===== src/hw/rtl/kwm_pkg.sv =====
// Shared types and constants of the k-way sorted merge block.
// No dependencies; every other file of the block refers to it by scoped names.

package kwm_pkg;

   localparam int VALUE_W  = 16;
   localparam int SOURCE_W = 3;
   localparam int INDEX_W  = 3;

   // Item kinds on the request channel
   localparam logic KIND_LOAD  = 1'b0;
   localparam logic KIND_MERGE = 1'b1;

   typedef enum logic [2:0] {
      ST_IDLE,
      ST_FIND_RD,
      ST_FIND_CMP,
      ST_POP_RD,
      ST_POP_CMP
   } kwm_state_type;

   typedef struct packed {
      logic                       kind;
      logic [INDEX_W-1:0]         list_index;
      logic signed [VALUE_W-1:0]  value;
   } kwm_item_type;

   typedef struct packed {
      logic signed [VALUE_W-1:0]  merged_value;
      logic [SOURCE_W-1:0]        source_list;
      logic                       last;
      logic                       dropped_any;
   } kwm_result_type;

endpackage


===== src/hw/rtl/kwm_if.sv =====
// Valid/ready channel interfaces of the k-way sorted merge block.
// Depends on kwm_pkg for the field widths.

interface kwm_req_if;
   logic                                valid;
   logic                                ready;
   logic                                kind;
   logic [kwm_pkg::INDEX_W-1:0]         list_index;
   logic signed [kwm_pkg::VALUE_W-1:0]  value;

   modport source (output valid, kind, list_index, value, input ready);
   modport sink   (input valid, kind, list_index, value, output ready);
endinterface

interface kwm_rsp_if;
   logic                                valid;
   logic                                ready;
   logic signed [kwm_pkg::VALUE_W-1:0]  merged_value;
   logic [kwm_pkg::SOURCE_W-1:0]        source_list;
   logic                                last;
   logic                                dropped_any;

   modport source (output valid, merged_value, source_list, last, dropped_any, input ready);
   modport sink   (input valid, merged_value, source_list, last, dropped_any, output ready);
endinterface


===== src/hw/rtl/k_way_sorted_merge.sv =====
// k_way_sorted_merge: a load beat appends a signed 16-bit value to list list_index (ignored when
// the index is not below NUM_LISTS; dropped, with the sticky dropped_any flag set, when that list
// already holds LIST_DEPTH elements). A merge beat emits every stored element:
// each round scans the lists for the least head, then walks the lists in index order popping each
// run of heads equal to it, one result beat per element, with last on the final one; afterwards
// all lists are empty. A merge with nothing stored gives no beat. The block accepts nothing while
// a merge runs. A scan visit to an empty list reads nothing; any other visit is a store read,
// then the shared compare, as the element store has a single read port. A result-side stall
// holds the merge. Results pass through an output register, so loads may proceed while the
// last result still waits. Depends on kwm_pkg, kwm_if, kwm_store and kwm_seq.

module k_way_sorted_merge #(
   parameter int NUM_LISTS  = 8,
   parameter int LIST_DEPTH = 8
) (
   input  logic         clock,
   input  logic         reset,
   kwm_req_if.sink      req,
   kwm_rsp_if.source    rsp
);

   localparam int CAP    = NUM_LISTS * LIST_DEPTH;
   localparam int ADDR_W = $clog2(CAP);

   kwm_pkg::kwm_item_type   req_item;
   kwm_pkg::kwm_result_type emit_data;
   kwm_pkg::kwm_result_type rsp_data_ff;
   logic                    rsp_valid_ff;
   logic                    emit_valid;
   logic                    emit_ready;

   logic                                mem_wr_en;
   logic [ADDR_W-1:0]                   mem_wr_addr;
   logic signed [kwm_pkg::VALUE_W-1:0]  mem_wr_data;
   logic                                mem_rd_en;
   logic [ADDR_W-1:0]                   mem_rd_addr;
   logic signed [kwm_pkg::VALUE_W-1:0]  mem_rd_data;

   assign req_item.kind       = req.kind;
   assign req_item.list_index = req.list_index;
   assign req_item.value      = req.value;

   kwm_seq #(
      .NUM_LISTS  (NUM_LISTS),
      .LIST_DEPTH (LIST_DEPTH)
   ) u_seq (
      .clock       (clock),
      .reset       (reset),
      .in_valid    (req.valid),
      .in_ready    (req.ready),
      .in_item     (req_item),
      .mem_wr_en   (mem_wr_en),
      .mem_wr_addr (mem_wr_addr),
      .mem_wr_data (mem_wr_data),
      .mem_rd_en   (mem_rd_en),
      .mem_rd_addr (mem_rd_addr),
      .mem_rd_data (mem_rd_data),
      .emit_valid  (emit_valid),
      .emit_ready  (emit_ready),
      .emit_data   (emit_data)
   );

   kwm_store #(
      .DEPTH  (CAP),
      .ADDR_W (ADDR_W)
   ) u_store (
      .clock   (clock),
      .wr_en   (mem_wr_en),
      .wr_addr (mem_wr_addr),
      .wr_data (mem_wr_data),
      .rd_en   (mem_rd_en),
      .rd_addr (mem_rd_addr),
      .rd_data (mem_rd_data)
   );

   // Output register: take a new beat when empty or when the held beat leaves
   assign emit_ready = !rsp_valid_ff || rsp.ready;

   always_ff @(posedge clock) begin
      if (reset) begin
         rsp_valid_ff <= 1'b0;
      end else if (emit_ready) begin
         rsp_valid_ff <= emit_valid;
      end
   end

   always_ff @(posedge clock) begin
      if (emit_valid && emit_ready) begin
         rsp_data_ff <= emit_data;
      end
   end

   assign rsp.valid        = rsp_valid_ff;
   assign rsp.merged_value = rsp_data_ff.merged_value;
   assign rsp.source_list  = rsp_data_ff.source_list;
   assign rsp.last         = rsp_data_ff.last;
   assign rsp.dropped_any  = rsp_data_ff.dropped_any;

endmodule


===== src/hw/rtl/kwm_store.sv =====
// Element store: single write port, single read port with registered read data.
// Depends on kwm_pkg for the element width.

module kwm_store #(
   parameter int DEPTH  = 64,
   parameter int ADDR_W = 6
) (
   input  logic                                clock,
   input  logic                                wr_en,
   input  logic [ADDR_W-1:0]                   wr_addr,
   input  logic signed [kwm_pkg::VALUE_W-1:0]  wr_data,
   input  logic                                rd_en,
   input  logic [ADDR_W-1:0]                   rd_addr,
   output logic signed [kwm_pkg::VALUE_W-1:0]  rd_data
);

   logic signed [kwm_pkg::VALUE_W-1:0] mem_ff [DEPTH];
   logic signed [kwm_pkg::VALUE_W-1:0] rd_data_ff;

   always_ff @(posedge clock) begin
      if (wr_en) begin
         mem_ff[wr_addr] <= wr_data;
      end
   end

   // Hold the last read word until the next read
   always_ff @(posedge clock) begin
      if (rd_en) begin
         rd_data_ff <= mem_ff[rd_addr];
      end
   end

   assign rd_data = rd_data_ff;

endmodule


===== src/hw/rtl/kwm_seq.sv =====
// Merge sequencer: per-list fill and head counters, shared head compare, load path.
// Depends on kwm_pkg; drives the ports of kwm_store.

module kwm_seq #(
   parameter int NUM_LISTS  = 8,
   parameter int LIST_DEPTH = 8
) (
   input  logic                                clock,
   input  logic                                reset,
   input  logic                                in_valid,
   output logic                                in_ready,
   input  kwm_pkg::kwm_item_type               in_item,
   output logic                                mem_wr_en,
   output logic [$clog2(NUM_LISTS*LIST_DEPTH)-1:0] mem_wr_addr,
   output logic signed [kwm_pkg::VALUE_W-1:0]  mem_wr_data,
   output logic                                mem_rd_en,
   output logic [$clog2(NUM_LISTS*LIST_DEPTH)-1:0] mem_rd_addr,
   input  logic signed [kwm_pkg::VALUE_W-1:0]  mem_rd_data,
   output logic                                emit_valid,
   input  logic                                emit_ready,
   output kwm_pkg::kwm_result_type             emit_data
);

   localparam int CAP    = NUM_LISTS * LIST_DEPTH;
   localparam int LIST_W = $clog2(NUM_LISTS);
   localparam int ADDR_W = $clog2(CAP);
   localparam int CNT_W  = $clog2(LIST_DEPTH + 1);
   localparam int TOT_W  = $clog2(CAP + 1);

   kwm_pkg::kwm_state_type state_ff, state_in;

   logic [CNT_W-1:0]  fill_ff [NUM_LISTS];
   logic [CNT_W-1:0]  fill_in [NUM_LISTS];
   logic [CNT_W-1:0]  head_ff [NUM_LISTS];
   logic [CNT_W-1:0]  head_in [NUM_LISTS];
   logic [TOT_W-1:0]  remaining_ff, remaining_in;
   logic [LIST_W-1:0] cur_ff, cur_in;
   logic              found_ff, found_in;
   logic              overflow_ff, overflow_in;
   logic signed [kwm_pkg::VALUE_W-1:0] least_ff, least_in;

   logic [LIST_W-1:0] sel_idx;
   logic [CNT_W-1:0]  fill_sel;
   logic [CNT_W-1:0]  head_cur;
   logic [ADDR_W-1:0] base_addr;
   logic              in_range;
   logic              cur_live;
   logic              cur_last;
   logic              head_match;

   // Load path addresses the named list; the merge scan addresses the current list
   assign sel_idx    = (state_ff == kwm_pkg::ST_IDLE) ? LIST_W'(in_item.list_index) : cur_ff;
   assign fill_sel   = fill_ff[sel_idx];
   assign head_cur   = head_ff[cur_ff];
   assign base_addr  = ADDR_W'(sel_idx * LIST_DEPTH);
   assign in_range   = {29'd0, in_item.list_index} < 32'(NUM_LISTS);
   assign cur_live   = head_cur < fill_sel;
   assign cur_last   = cur_ff == LIST_W'(NUM_LISTS - 1);
   assign head_match = mem_rd_data == least_ff;

   assign in_ready    = state_ff == kwm_pkg::ST_IDLE;
   assign mem_wr_addr = base_addr + ADDR_W'(fill_sel);
   assign mem_rd_addr = base_addr + ADDR_W'(head_cur);
   assign mem_wr_data = in_item.value;

   assign emit_data.merged_value = mem_rd_data;
   assign emit_data.source_list  = kwm_pkg::SOURCE_W'(cur_ff);
   assign emit_data.last         = remaining_ff == TOT_W'(1);
   assign emit_data.dropped_any  = overflow_ff;

   // Next state
   always_comb begin
      state_in = state_ff;
      unique case (state_ff)
         kwm_pkg::ST_IDLE: begin
            if (in_valid && in_item.kind == kwm_pkg::KIND_MERGE && remaining_ff != '0) begin
               state_in = kwm_pkg::ST_FIND_RD;
            end
         end
         kwm_pkg::ST_FIND_RD: begin
            if (cur_live) begin
               state_in = kwm_pkg::ST_FIND_CMP;
            end else if (cur_last) begin
               state_in = kwm_pkg::ST_POP_RD;
            end
         end
         kwm_pkg::ST_FIND_CMP: begin
            state_in = cur_last ? kwm_pkg::ST_POP_RD : kwm_pkg::ST_FIND_RD;
         end
         kwm_pkg::ST_POP_RD: begin
            if (cur_live) begin
               state_in = kwm_pkg::ST_POP_CMP;
            end else if (cur_last) begin
               state_in = kwm_pkg::ST_FIND_RD;
            end
         end
         kwm_pkg::ST_POP_CMP: begin
            if (head_match) begin
               if (emit_ready) begin
                  state_in = (remaining_ff == TOT_W'(1)) ? kwm_pkg::ST_IDLE
                                                         : kwm_pkg::ST_POP_RD;
               end
            end else begin
               state_in = cur_last ? kwm_pkg::ST_FIND_RD : kwm_pkg::ST_POP_RD;
            end
         end
         default: state_in = kwm_pkg::ST_IDLE;
      endcase
   end

   // Datapath and outputs
   always_comb begin
      fill_in      = fill_ff;
      head_in      = head_ff;
      remaining_in = remaining_ff;
      cur_in       = cur_ff;
      found_in     = found_ff;
      least_in     = least_ff;
      overflow_in  = overflow_ff;
      mem_wr_en    = 1'b0;
      mem_rd_en    = 1'b0;
      emit_valid   = 1'b0;
      unique case (state_ff)
         kwm_pkg::ST_IDLE: begin
            if (in_valid) begin
               if (in_item.kind == kwm_pkg::KIND_LOAD) begin
                  if (in_range) begin
                     if (fill_sel == CNT_W'(LIST_DEPTH)) begin
                        overflow_in = 1'b1;
                     end else begin
                        mem_wr_en         = 1'b1;
                        fill_in[sel_idx]  = fill_sel + CNT_W'(1);
                        remaining_in      = remaining_ff + TOT_W'(1);
                     end
                  end
               end else begin
                  cur_in   = '0;
                  found_in = 1'b0;
               end
            end
         end
         kwm_pkg::ST_FIND_RD: begin
            if (cur_live) begin
               mem_rd_en = 1'b1;
            end else begin
               cur_in = cur_last ? '0 : cur_ff + LIST_W'(1);
            end
         end
         kwm_pkg::ST_FIND_CMP: begin
            if (!found_ff || mem_rd_data < least_ff) begin
               least_in = mem_rd_data;
               found_in = 1'b1;
            end
            cur_in = cur_last ? '0 : cur_ff + LIST_W'(1);
         end
         kwm_pkg::ST_POP_RD: begin
            if (cur_live) begin
               mem_rd_en = 1'b1;
            end else if (cur_last) begin
               cur_in   = '0;
               found_in = 1'b0;
            end else begin
               cur_in = cur_ff + LIST_W'(1);
            end
         end
         kwm_pkg::ST_POP_CMP: begin
            if (head_match) begin
               emit_valid = 1'b1;
               if (emit_ready) begin
                  head_in[cur_ff] = head_cur + CNT_W'(1);
                  remaining_in    = remaining_ff - TOT_W'(1);
                  if (remaining_ff == TOT_W'(1)) begin
                     // Final beat: empty every list
                     for (int i = 0; i < NUM_LISTS; i++) begin
                        fill_in[i] = '0;
                        head_in[i] = '0;
                     end
                  end
               end
            end else if (cur_last) begin
               cur_in   = '0;
               found_in = 1'b0;
            end else begin
               cur_in = cur_ff + LIST_W'(1);
            end
         end
         default: begin
         end
      endcase
   end

   always_ff @(posedge clock) begin
      if (reset) begin
         state_ff     <= kwm_pkg::ST_IDLE;
         remaining_ff <= '0;
         cur_ff       <= '0;
         found_ff     <= 1'b0;
         overflow_ff  <= 1'b0;
         for (int i = 0; i < NUM_LISTS; i++) begin
            fill_ff[i] <= '0;
            head_ff[i] <= '0;
         end
      end else begin
         state_ff     <= state_in;
         remaining_ff <= remaining_in;
         cur_ff       <= cur_in;
         found_ff     <= found_in;
         overflow_ff  <= overflow_in;
         fill_ff      <= fill_in;
         head_ff      <= head_in;
      end
   end

   always_ff @(posedge clock) begin
      least_ff <= least_in;
   end

`ifndef SYNTHESIS
   a_rem_cap: assert property (@(posedge clock) disable iff (reset)
      remaining_ff <= TOT_W'(CAP))
      else $error("element count beyond store capacity");

   a_emit_dec: assert property (@(posedge clock) disable iff (reset)
      emit_valid && emit_ready |=> remaining_ff == $past(remaining_ff) - TOT_W'(1))
      else $error("emitted beat did not retire one element");

   a_last_idle: assert property (@(posedge clock) disable iff (reset)
      emit_valid && emit_ready && emit_data.last |=>
         state_ff == kwm_pkg::ST_IDLE && remaining_ff == '0)
      else $error("merge did not finish after final beat");

   a_find_sets: assert property (@(posedge clock) disable iff (reset)
      state_ff == kwm_pkg::ST_FIND_CMP |=> found_ff)
      else $error("head compare left no least value");

   a_pop_found: assert property (@(posedge clock) disable iff (reset)
      state_ff == kwm_pkg::ST_POP_CMP |-> found_ff)
      else $error("pop scan without a least value");
`endif

endmodule


===== src/flat_wrapper.sv =====
// flat-port wrapper written by rule: the top's interface ports become plain ports
module k_way_sorted_merge_flat 
#(
   parameter int NUM_LISTS  = 8,
   parameter int LIST_DEPTH = 8
)
  (clock, reset, req_valid, req_kind, req_list_index, req_value, req_ready, rsp_valid, rsp_merged_value, rsp_source_list, rsp_last, rsp_dropped_any, rsp_ready);
  kwm_req_if req_i ();
  kwm_rsp_if rsp_i ();
  input  logic clock;
  input  logic reset;
  input wire logic [$bits(req_i.valid)-1:0] req_valid;
  input wire logic [$bits(req_i.kind)-1:0] req_kind;
  input wire logic [$bits(req_i.list_index)-1:0] req_list_index;
  input wire logic [$bits(req_i.value)-1:0] req_value;
  output wire logic [$bits(req_i.ready)-1:0] req_ready;
  output wire logic [$bits(rsp_i.valid)-1:0] rsp_valid;
  output wire logic [$bits(rsp_i.merged_value)-1:0] rsp_merged_value;
  output wire logic [$bits(rsp_i.source_list)-1:0] rsp_source_list;
  output wire logic [$bits(rsp_i.last)-1:0] rsp_last;
  output wire logic [$bits(rsp_i.dropped_any)-1:0] rsp_dropped_any;
  input wire logic [$bits(rsp_i.ready)-1:0] rsp_ready;
  assign req_i.valid = req_valid;
  assign req_i.kind = req_kind;
  assign req_i.list_index = req_list_index;
  assign req_i.value = req_value;
  assign req_ready = req_i.ready;
  assign rsp_valid = rsp_i.valid;
  assign rsp_merged_value = rsp_i.merged_value;
  assign rsp_source_list = rsp_i.source_list;
  assign rsp_last = rsp_i.last;
  assign rsp_dropped_any = rsp_i.dropped_any;
  assign rsp_i.ready = rsp_ready;
  k_way_sorted_merge #(.NUM_LISTS(NUM_LISTS), .LIST_DEPTH(LIST_DEPTH)) u_core (.clock(clock), .reset(reset), .req(req_i), .rsp(rsp_i));
endmodule

===== config.mk =====
export PLATFORM = sky130hd
export DESIGN_NAME = k_way_sorted_merge_flat
export DESIGN_NICKNAME = d
export VERILOG_FILES = /design/src/hw/rtl/kwm_pkg.sv /design/src/hw/rtl/kwm_if.sv /design/src/hw/rtl/k_way_sorted_merge.sv /design/src/hw/rtl/kwm_store.sv /design/src/hw/rtl/kwm_seq.sv /design/src/flat_wrapper.sv
export SDC_FILE = /design/constraint.sdc
export NUM_CORES = 2
export LEC_CHECK = 0
export BUFFER_PORTS_ARGS = -buffer_cell sky130_fd_sc_hd__buf_2
export CAP_MARGIN = 20
export CORE_UTILIZATION = 63
export DETAILED_ROUTE_END_ITERATION = 6
export PLACE_DENSITY = 0.77
export SETUP_SLACK_MARGIN = 0.02
export SYNTH_ARGS = -nofsm -noshare
export SYNTH_HDL_FRONTEND = slang
export SYNTH_HIERARCHICAL = 1
export SYNTH_SLANG_ARGS = --single-unit

===== constraint.sdc =====
create_clock -name clock -period 5.7 [get_ports clock]
set_input_delay 0.855 -clock clock [delete_from_list [all_inputs] [get_ports clock]]
set_output_delay 0.855 -clock clock [all_outputs]
set_load 0.01 [all_outputs]

# ---- Yosys cells after proc, flatten, opt, wreduce, memory -nomap -nowiden
# Memories as Yosys holds them, arrays and structs flattened. A register that Yosys moved wholly into a read port is not among the register bits.
# Cells that the tools add are included.
dict set report word_totals {
  out_inout_bits 23
  memories 1
  word_cells 151
  inputBits 24
  romBits 0
  ramBits 1024
  register_bits 117
  latch_bits 0
}
dict set report classes {
  shifts 0
  mul 0
  muxes 61
  reduce_logical 23
  add_sub_neg 7
  bitwise_logic 3
  magnitude_cmp 6
  div_mod_pow 0
  eq_ne 23
}
# name words width rd rd_ports_with_merged_regs write_ports line
set memory_table {}
lappend memory_table {u_core.u_store.mem_ff 64 16 1 1 1 kwm_store.sv:17} ;# logic signed [kwm_pkg::VALUE_W-1:0] mem_ff [DEPTH];
# op count
set op_table {}
lappend op_table {{$mux 32} 7}
lappend op_table {{$bwmux 32} 2}
lappend op_table {{$pmux 32 s2} 1}
lappend op_table {{$mux 3} 13}
lappend op_table {{$mux 7} 5}
lappend op_table {{$bmux 4 s3} 2}
lappend op_table {{$demux 4 s3} 2}
lappend op_table {{$mux 4} 6}
lappend op_table {{$ne 2x2->1 const B} 9}
lappend op_table {{$eq 16x16->1} 1}
lappend op_table {{$lt 16x16->1} 1}
lappend op_table {{$mux 1} 16}
lappend op_table {{$pmux 3 s5} 1}
lappend op_table {{$pmux 7 s2} 1}
lappend op_table {{$add 6x4->6} 2}
lappend op_table {{$pmux 3 s4} 1}
lappend op_table {{$reduce_and 6->1} 2}
lappend op_table {{$add 4x1->4 const B} 2}
lappend op_table {{$ge 4x4->1 const B} 2}
lappend op_table {{$lt 4x1->1 const B} 2}
lappend op_table {{$not 3->4} 2}
lappend op_table {{$reduce_and 4->1} 2}
lappend op_table {{$reduce_bool 4->1} 2}
lappend op_table {{$add 7x1->7 const B} 1}
lappend op_table {{25 further kinds} 38}

# ---- Logic depth before layout (Yosys ltp)
dict set report depth {
  ltp_word 13
  mapped_depth 19
  mapped_depth_nobuf 15
}

# ---- Modules after synthesis
# Netlist, hierarchy kept.
# module cells_per_inst seq_area_each_um2 instances area_per_inst_um2
set modules_own_cells {}
lappend modules_own_cells {kwm_store 1829 31230.0 1 40199.8}
lappend modules_own_cells {kwm_seq 669 2062.0 1 5848.1}
lappend modules_own_cells {k_way_sorted_merge 26 650.6 1 685.7}

# ---- Worst setup path after synthesis
# Ideal clock, no wire load.
dict set report synth_path {
  path_type {input -> register}
  start {input port req_list_index[1]}
  end {memory u_core/u_store/mem_ff[48][0] (netlist name) (enable)}
  cell_stages 11
  required_ps 5291
  path_slack_ps 1054
  setup_time_ps 409
  t_arrival_ps 4236
  n_path_buf 1
  cell_sequence {nor4b_1 > nor2_1 > mux2_2 > o221ai_2 > inv_1 > ha_1 > ha_1 > xnor2_1 > clkbuf_1 > nand4b_1 > nor3_1}
}
dict set report synth_between {
  word_cells_on_any_way 13
  cone_classes {1 x add/sub; 1 x eq/ne; 10 x mux; 1 x bitwise}
}
# element line
set synth_lines {}
lappend synth_lines {{start: declaration} flat_wrapper.sv:14} ;# input wire logic [$bits(req_i.list_index)-1:0] req_list_index;
lappend synth_lines {{$mux 3 (*)} kwm_seq.sv:52} ;# assign sel_idx = (state_ff == kwm_pkg::ST_IDLE) ? LIST_W'(in_item.list_index) : cur_ff;
lappend synth_lines {{$not 3->4 (not written as such)} kwm_seq.sv:53} ;# assign fill_sel = fill_ff[sel_idx];
lappend synth_lines {{$bmux 4 s3} kwm_seq.sv:53}
lappend synth_lines {{$mux 4 (not written as such) (2 in series)} kwm_seq.sv:53}
lappend synth_lines {{$add 6x4->6 (*)} kwm_seq.sv:62} ;# assign mem_wr_addr = base_addr + ADDR_W'(fill_sel);
lappend synth_lines {{named net u_core.mem_wr_addr[5]} k_way_sorted_merge.sv:33} ;# logic [ADDR_W-1:0] mem_wr_addr;
lappend synth_lines {{end: declaration} kwm_store.sv:17}
# Mark *: on every way through the listed nets, which the timed path passes. The rest lies on a longest branch. The select of a mux whose other input is x is not followed.

# ---- Final worst setup path
dict set report layout_path {
  start {register u_core.u_seq.state_ff[2]}
  end {memory u_core/u_store/mem_ff[30][12] (netlist name) (enable)}
}
dict set report layout_between {
  word_cells_on_any_way 14
  cone_classes {1 x add/sub; 1 x eq/ne; 10 x mux; 1 x bitwise; 1 x reduce/logical}
}
# element line
set layout_lines {}
lappend layout_lines {{start: declaration} kwm_seq.sv:30} ;# kwm_pkg::kwm_state_type state_ff, state_in;
lappend layout_lines {{start signal: assignment} kwm_seq.sv:194} ;# state_ff <= kwm_pkg::ST_IDLE;
lappend layout_lines {{start signal: assignment} kwm_seq.sv:204} ;# state_ff <= state_in;
lappend layout_lines {{$logic_not 3->1} kwm_seq.sv:52}
lappend layout_lines {{$mux 3} kwm_seq.sv:52}
lappend layout_lines {{$not 3->4 (not written as such)} kwm_seq.sv:53}
lappend layout_lines {{$bmux 4 s3} kwm_seq.sv:53}
lappend layout_lines {{$mux 4 (not written as such) (2 in series)} kwm_seq.sv:53}
lappend layout_lines {{$add 6x4->6} kwm_seq.sv:62}
lappend layout_lines {{named net u_core.mem_wr_addr[1]} k_way_sorted_merge.sv:33}
# The timed path passes the listed nets, and every way through them passes these cells. The select of a mux whose other input is x is not followed.

==> results by group <==
Floorplan
  • Std cell rows: 99
  • Initial Util: 0.638
  • Die H: 274 um
  • Die Wd: 274 um
  • Core ar.: 73,200 sq um
  • # IOs: 47
  • Die area: 75,300 sq um

Cells and area
  • Nets: 2,703
  • Most frequent cells in the layout: edfxtp_1 (1,077), mux4_2 (224), nor2_1 (135), buf_4 (128), clkbuf_16 (111)
  • Number of diodes: 0
  • Fraction of layout cells with a size suffix above 1: 0.235
  • Commonest non-fill, non-tap cell in the layout: edfxtp_1
  • # fillers: 4,282
  • Area grow syn2layout: 11.0%

Routing
  • DRT iter0 DRCs: 3,390
  • Drt pass-1 iters: 7
  • Final wirelength: 111,000 um
  • Wirelength per Cell: 30.0 um
  • Final ANT Viol Nets: 0
  • Vias: 25,000
  • Drt via density: 6.75
  • DRC: 15

Clocking
  • CTS tree: done
  • Clock H-tree levels: 3
  • CTS Buffer Depth: 3
  • Postcts setup bufs: 0
  • Number of CTS-inserted buffers: 111
  • Sink Count: 1,157
  • CTS root buf: clkbuf_16
  • Hold buffers post-CTS: 0
  • Clock-pin slew on the worst setup and hold paths: 0.07 ns
  • Clk_lat worst skew: 0.69 ns
  • Post-CTS sizing: 0

Timing
  • Max Slew Vio Count: 0
  • Slew HR: 0.250
  • Fin Hold WS: 0.476 ns
  • Setup TNS after final layout: 0 ns
  • F_max: 190 MHz
  • RSZ-0062 raised after global routing: false
  • Final hold vios: 0
  • Final setup viols: 0
  • Fin crit share: 0.923
  • Final worst path period need: 5.26 ns
  • Slew @ Worst Pin: 1.12 ns
  • Clock Skews: 0.0474 ns

Logic synthesis
  • Synth warnings: 6
  • Ys async rst share: 0
  • Netlist cell types: 79
  • Synth Instances: 2,524
  • Syn_nets: 2,580
  • Syn Std Cell Area: 46,700 sq um
  • Post-Syn Area per Cell: 18.5 sq um
  • Yosys reg bits: 1,157
  • Sequential-to-total area share from yosys stat: 0.726
  • Post-synth EDFFs: 1,077
  • Most used DFF post-synth: edfxtp_1

Worst setup path
  • Largest fanout on the critical path: 20
  • Critical Path RT: 6.05 ns
  • CP Class: reg -> reg
  • Startpoint Class: register
  • Cells along the critical path: or3_1, clkinv_2, mux2_2, a21o_1, nand4_1, inv_1, ha_1, nor3b_1, nor2b_1, nor2b_1, nand3_1, nor2_1, buf_4
  • Arr. time, crit path: 5.62 ns
  • Crit. End Element: register
  • Slowest CP cell: dfxtp_1
  • Crit-path most repeated cell: nor2b_1
  • CP max stage delay: 0.70 ns

Placement
  • HPWL after detailed placement: 65,900 um
  • GPL Wtd Cong: 0.937
  • Number of port buffers: 46

Pwr
  • NetSw: 0.00630 W
  • Flop pwr share: 0.448
  • Tot Pwr: 0.0217 W
  • Power Internal: 0.0154 W
  • Cell Pwr Density: 417 nW/um^2
  • Clock power frac: 0.340
  • Sw frac: 0.291
  • VDD IR max: 0.000327 V
  • Comb power frac: 0.212
  • Leak pwr: 16.2 nW

Status
  • Violated checks: design-rule violations
  • Status: complete, but fails checks

Min path
  • Class of the worst hold path: in -> reg

Global routing
  • Grt total ovfl: 0
  • Initial antenna violation count: 0
  • Vias in the first global route: 24,700
  • Overall Global Routing Usage: 0.300
  • Largest net degree at the start of global routing: 84
  • First-pass GRT wire length: 162,000 um

Run
  • Max-Cap Viols: 0
[layout make-up]
type,instances,area [sq um],share of cell area
clock buffer,131,2860,0.0552
inverter,56,211,0.00408
timing repair buffer,185,1410,0.0272
multi-input combinational,1136,11500,0.221
clock inverter,76,811,0.0156
tap,959,1200,0.0231
sequential,1157,33900,0.654
[synth_stat cells (all sizes together) (42+ instances only)]
library cell | n | area, sq um
nand2 | 95 | 364
edfxtp | 1077 | 32300
mux2 | 42 | 473
inv | 55 | 206
mux2i | 93 | 931
buf | 127 | 976
dfxtp | 80 | 1600
mux4 | 228 | 5150
clkbuf | 48 | 186
a21oi | 44 | 224
nand3 | 46 | 230
nor2 | 137 | 519
a22oi | 72 | 541
[per-stage QoR]
stage | instances | setup WS [ns] | instance area, sq um | utilization
global route | 3700 | 0.310 | 51900 | 0.709
finish | 3700 | 0.438 | 51900 | 0.709
detailed placement | 3493 | 0.670 | 48200 | 0.659
floorplan | 2524 | 1.05 | 46700 | -
CTS | 3700 | 0.594 | 51900 | 0.709
global placement | 3492 | 0.203 | 48200 | 0.659
[critical path, delay by kind of cell, from the launching register on]
kind / cells / cell delay [ns]
compound gates: 1 / 0.17
fa+ha+maj: 1 / 0.19
buf+inv: 3 / 0.77
flops: 1 / 0.70
mux: 1 / 0.39
simple gates: 7 / 2.68
[per-layer routing]
layer | part of all wire | up-vias | routed length [um] | track usage
li1 | - | 10500 | - | -
met1 | 0.38 | 12800 | 42500 | 0.421
met2 | 0.48 | 1486 | 53600 | 0.479
met3 | 0.092 | 241 | 10200 | 0.0416
met4 | 0.043 | 0 | 4830 | 0.124
met5 | 0 | - | 0 | 0
[state kept, by name (all words and copies together), names as in the netlist, 7 cells and up]
register	flops
u_core/u_store/mem_ff	1024
u_core/u_seq/fill_ff	32
u_core/u_seq/head_ff	32
u_core/rsp.merged_value	16
u_core/u_seq/least_ff	16
u_core/u_store/rd_data	16
u_core/u_seq/remaining_ff	7
[cell families (layout without fill, tap and decap cells)]
logic type,after synthesis,in the layout,share of synthesized area
and+or+nand+nor,433,433,0.0462
AOI/OAI and AO/OA,301,301,0.0480
muxes,363,363,0.140
xor gates and xnor gates,7,7,0.00131
adders and majority gates,32,32,0.00857
DFF,1157,1157,0.726
buffers and inverters,231,448,0.0294
[final timing paths]
kind                                               from                                      end  slack (ns)  cells past startpoint
hold / removal                                rsp_ready            u_core/rsp.valid$_SDFFE_PP0P_        0.48                      3
hold reg to reg   u_core/u_seq/fill_ff[11]$_SDFFE_PP0P_    u_core/u_seq/fill_ff[11]$_SDFFE_PP0P_        0.49                      2
setup / recovery  u_core/u_seq/state_ff[2]$_SDFFE_PP0P_  u_core/u_store/mem_ff[30][12]$_DFFE_PP_        0.44                     13
setup reg to reg  u_core/u_seq/state_ff[2]$_SDFFE_PP0P_  u_core/u_store/mem_ff[30][12]$_DFFE_PP_        0.44                     13
[power groups by stage]
stage,Combinational [W],Clock (W),Sequential (W)
floorplan,0.00292,0,0.00982
global placement,0.00434,0,0.00986
detailed placement,0.00444,0,0.00988
CTS,0.00450,0.00743,0.00971
global route,0.00477,0.00772,0.00972
finish,0.00459,0.00736,0.00971
Power figures use the tool's default switching activity.
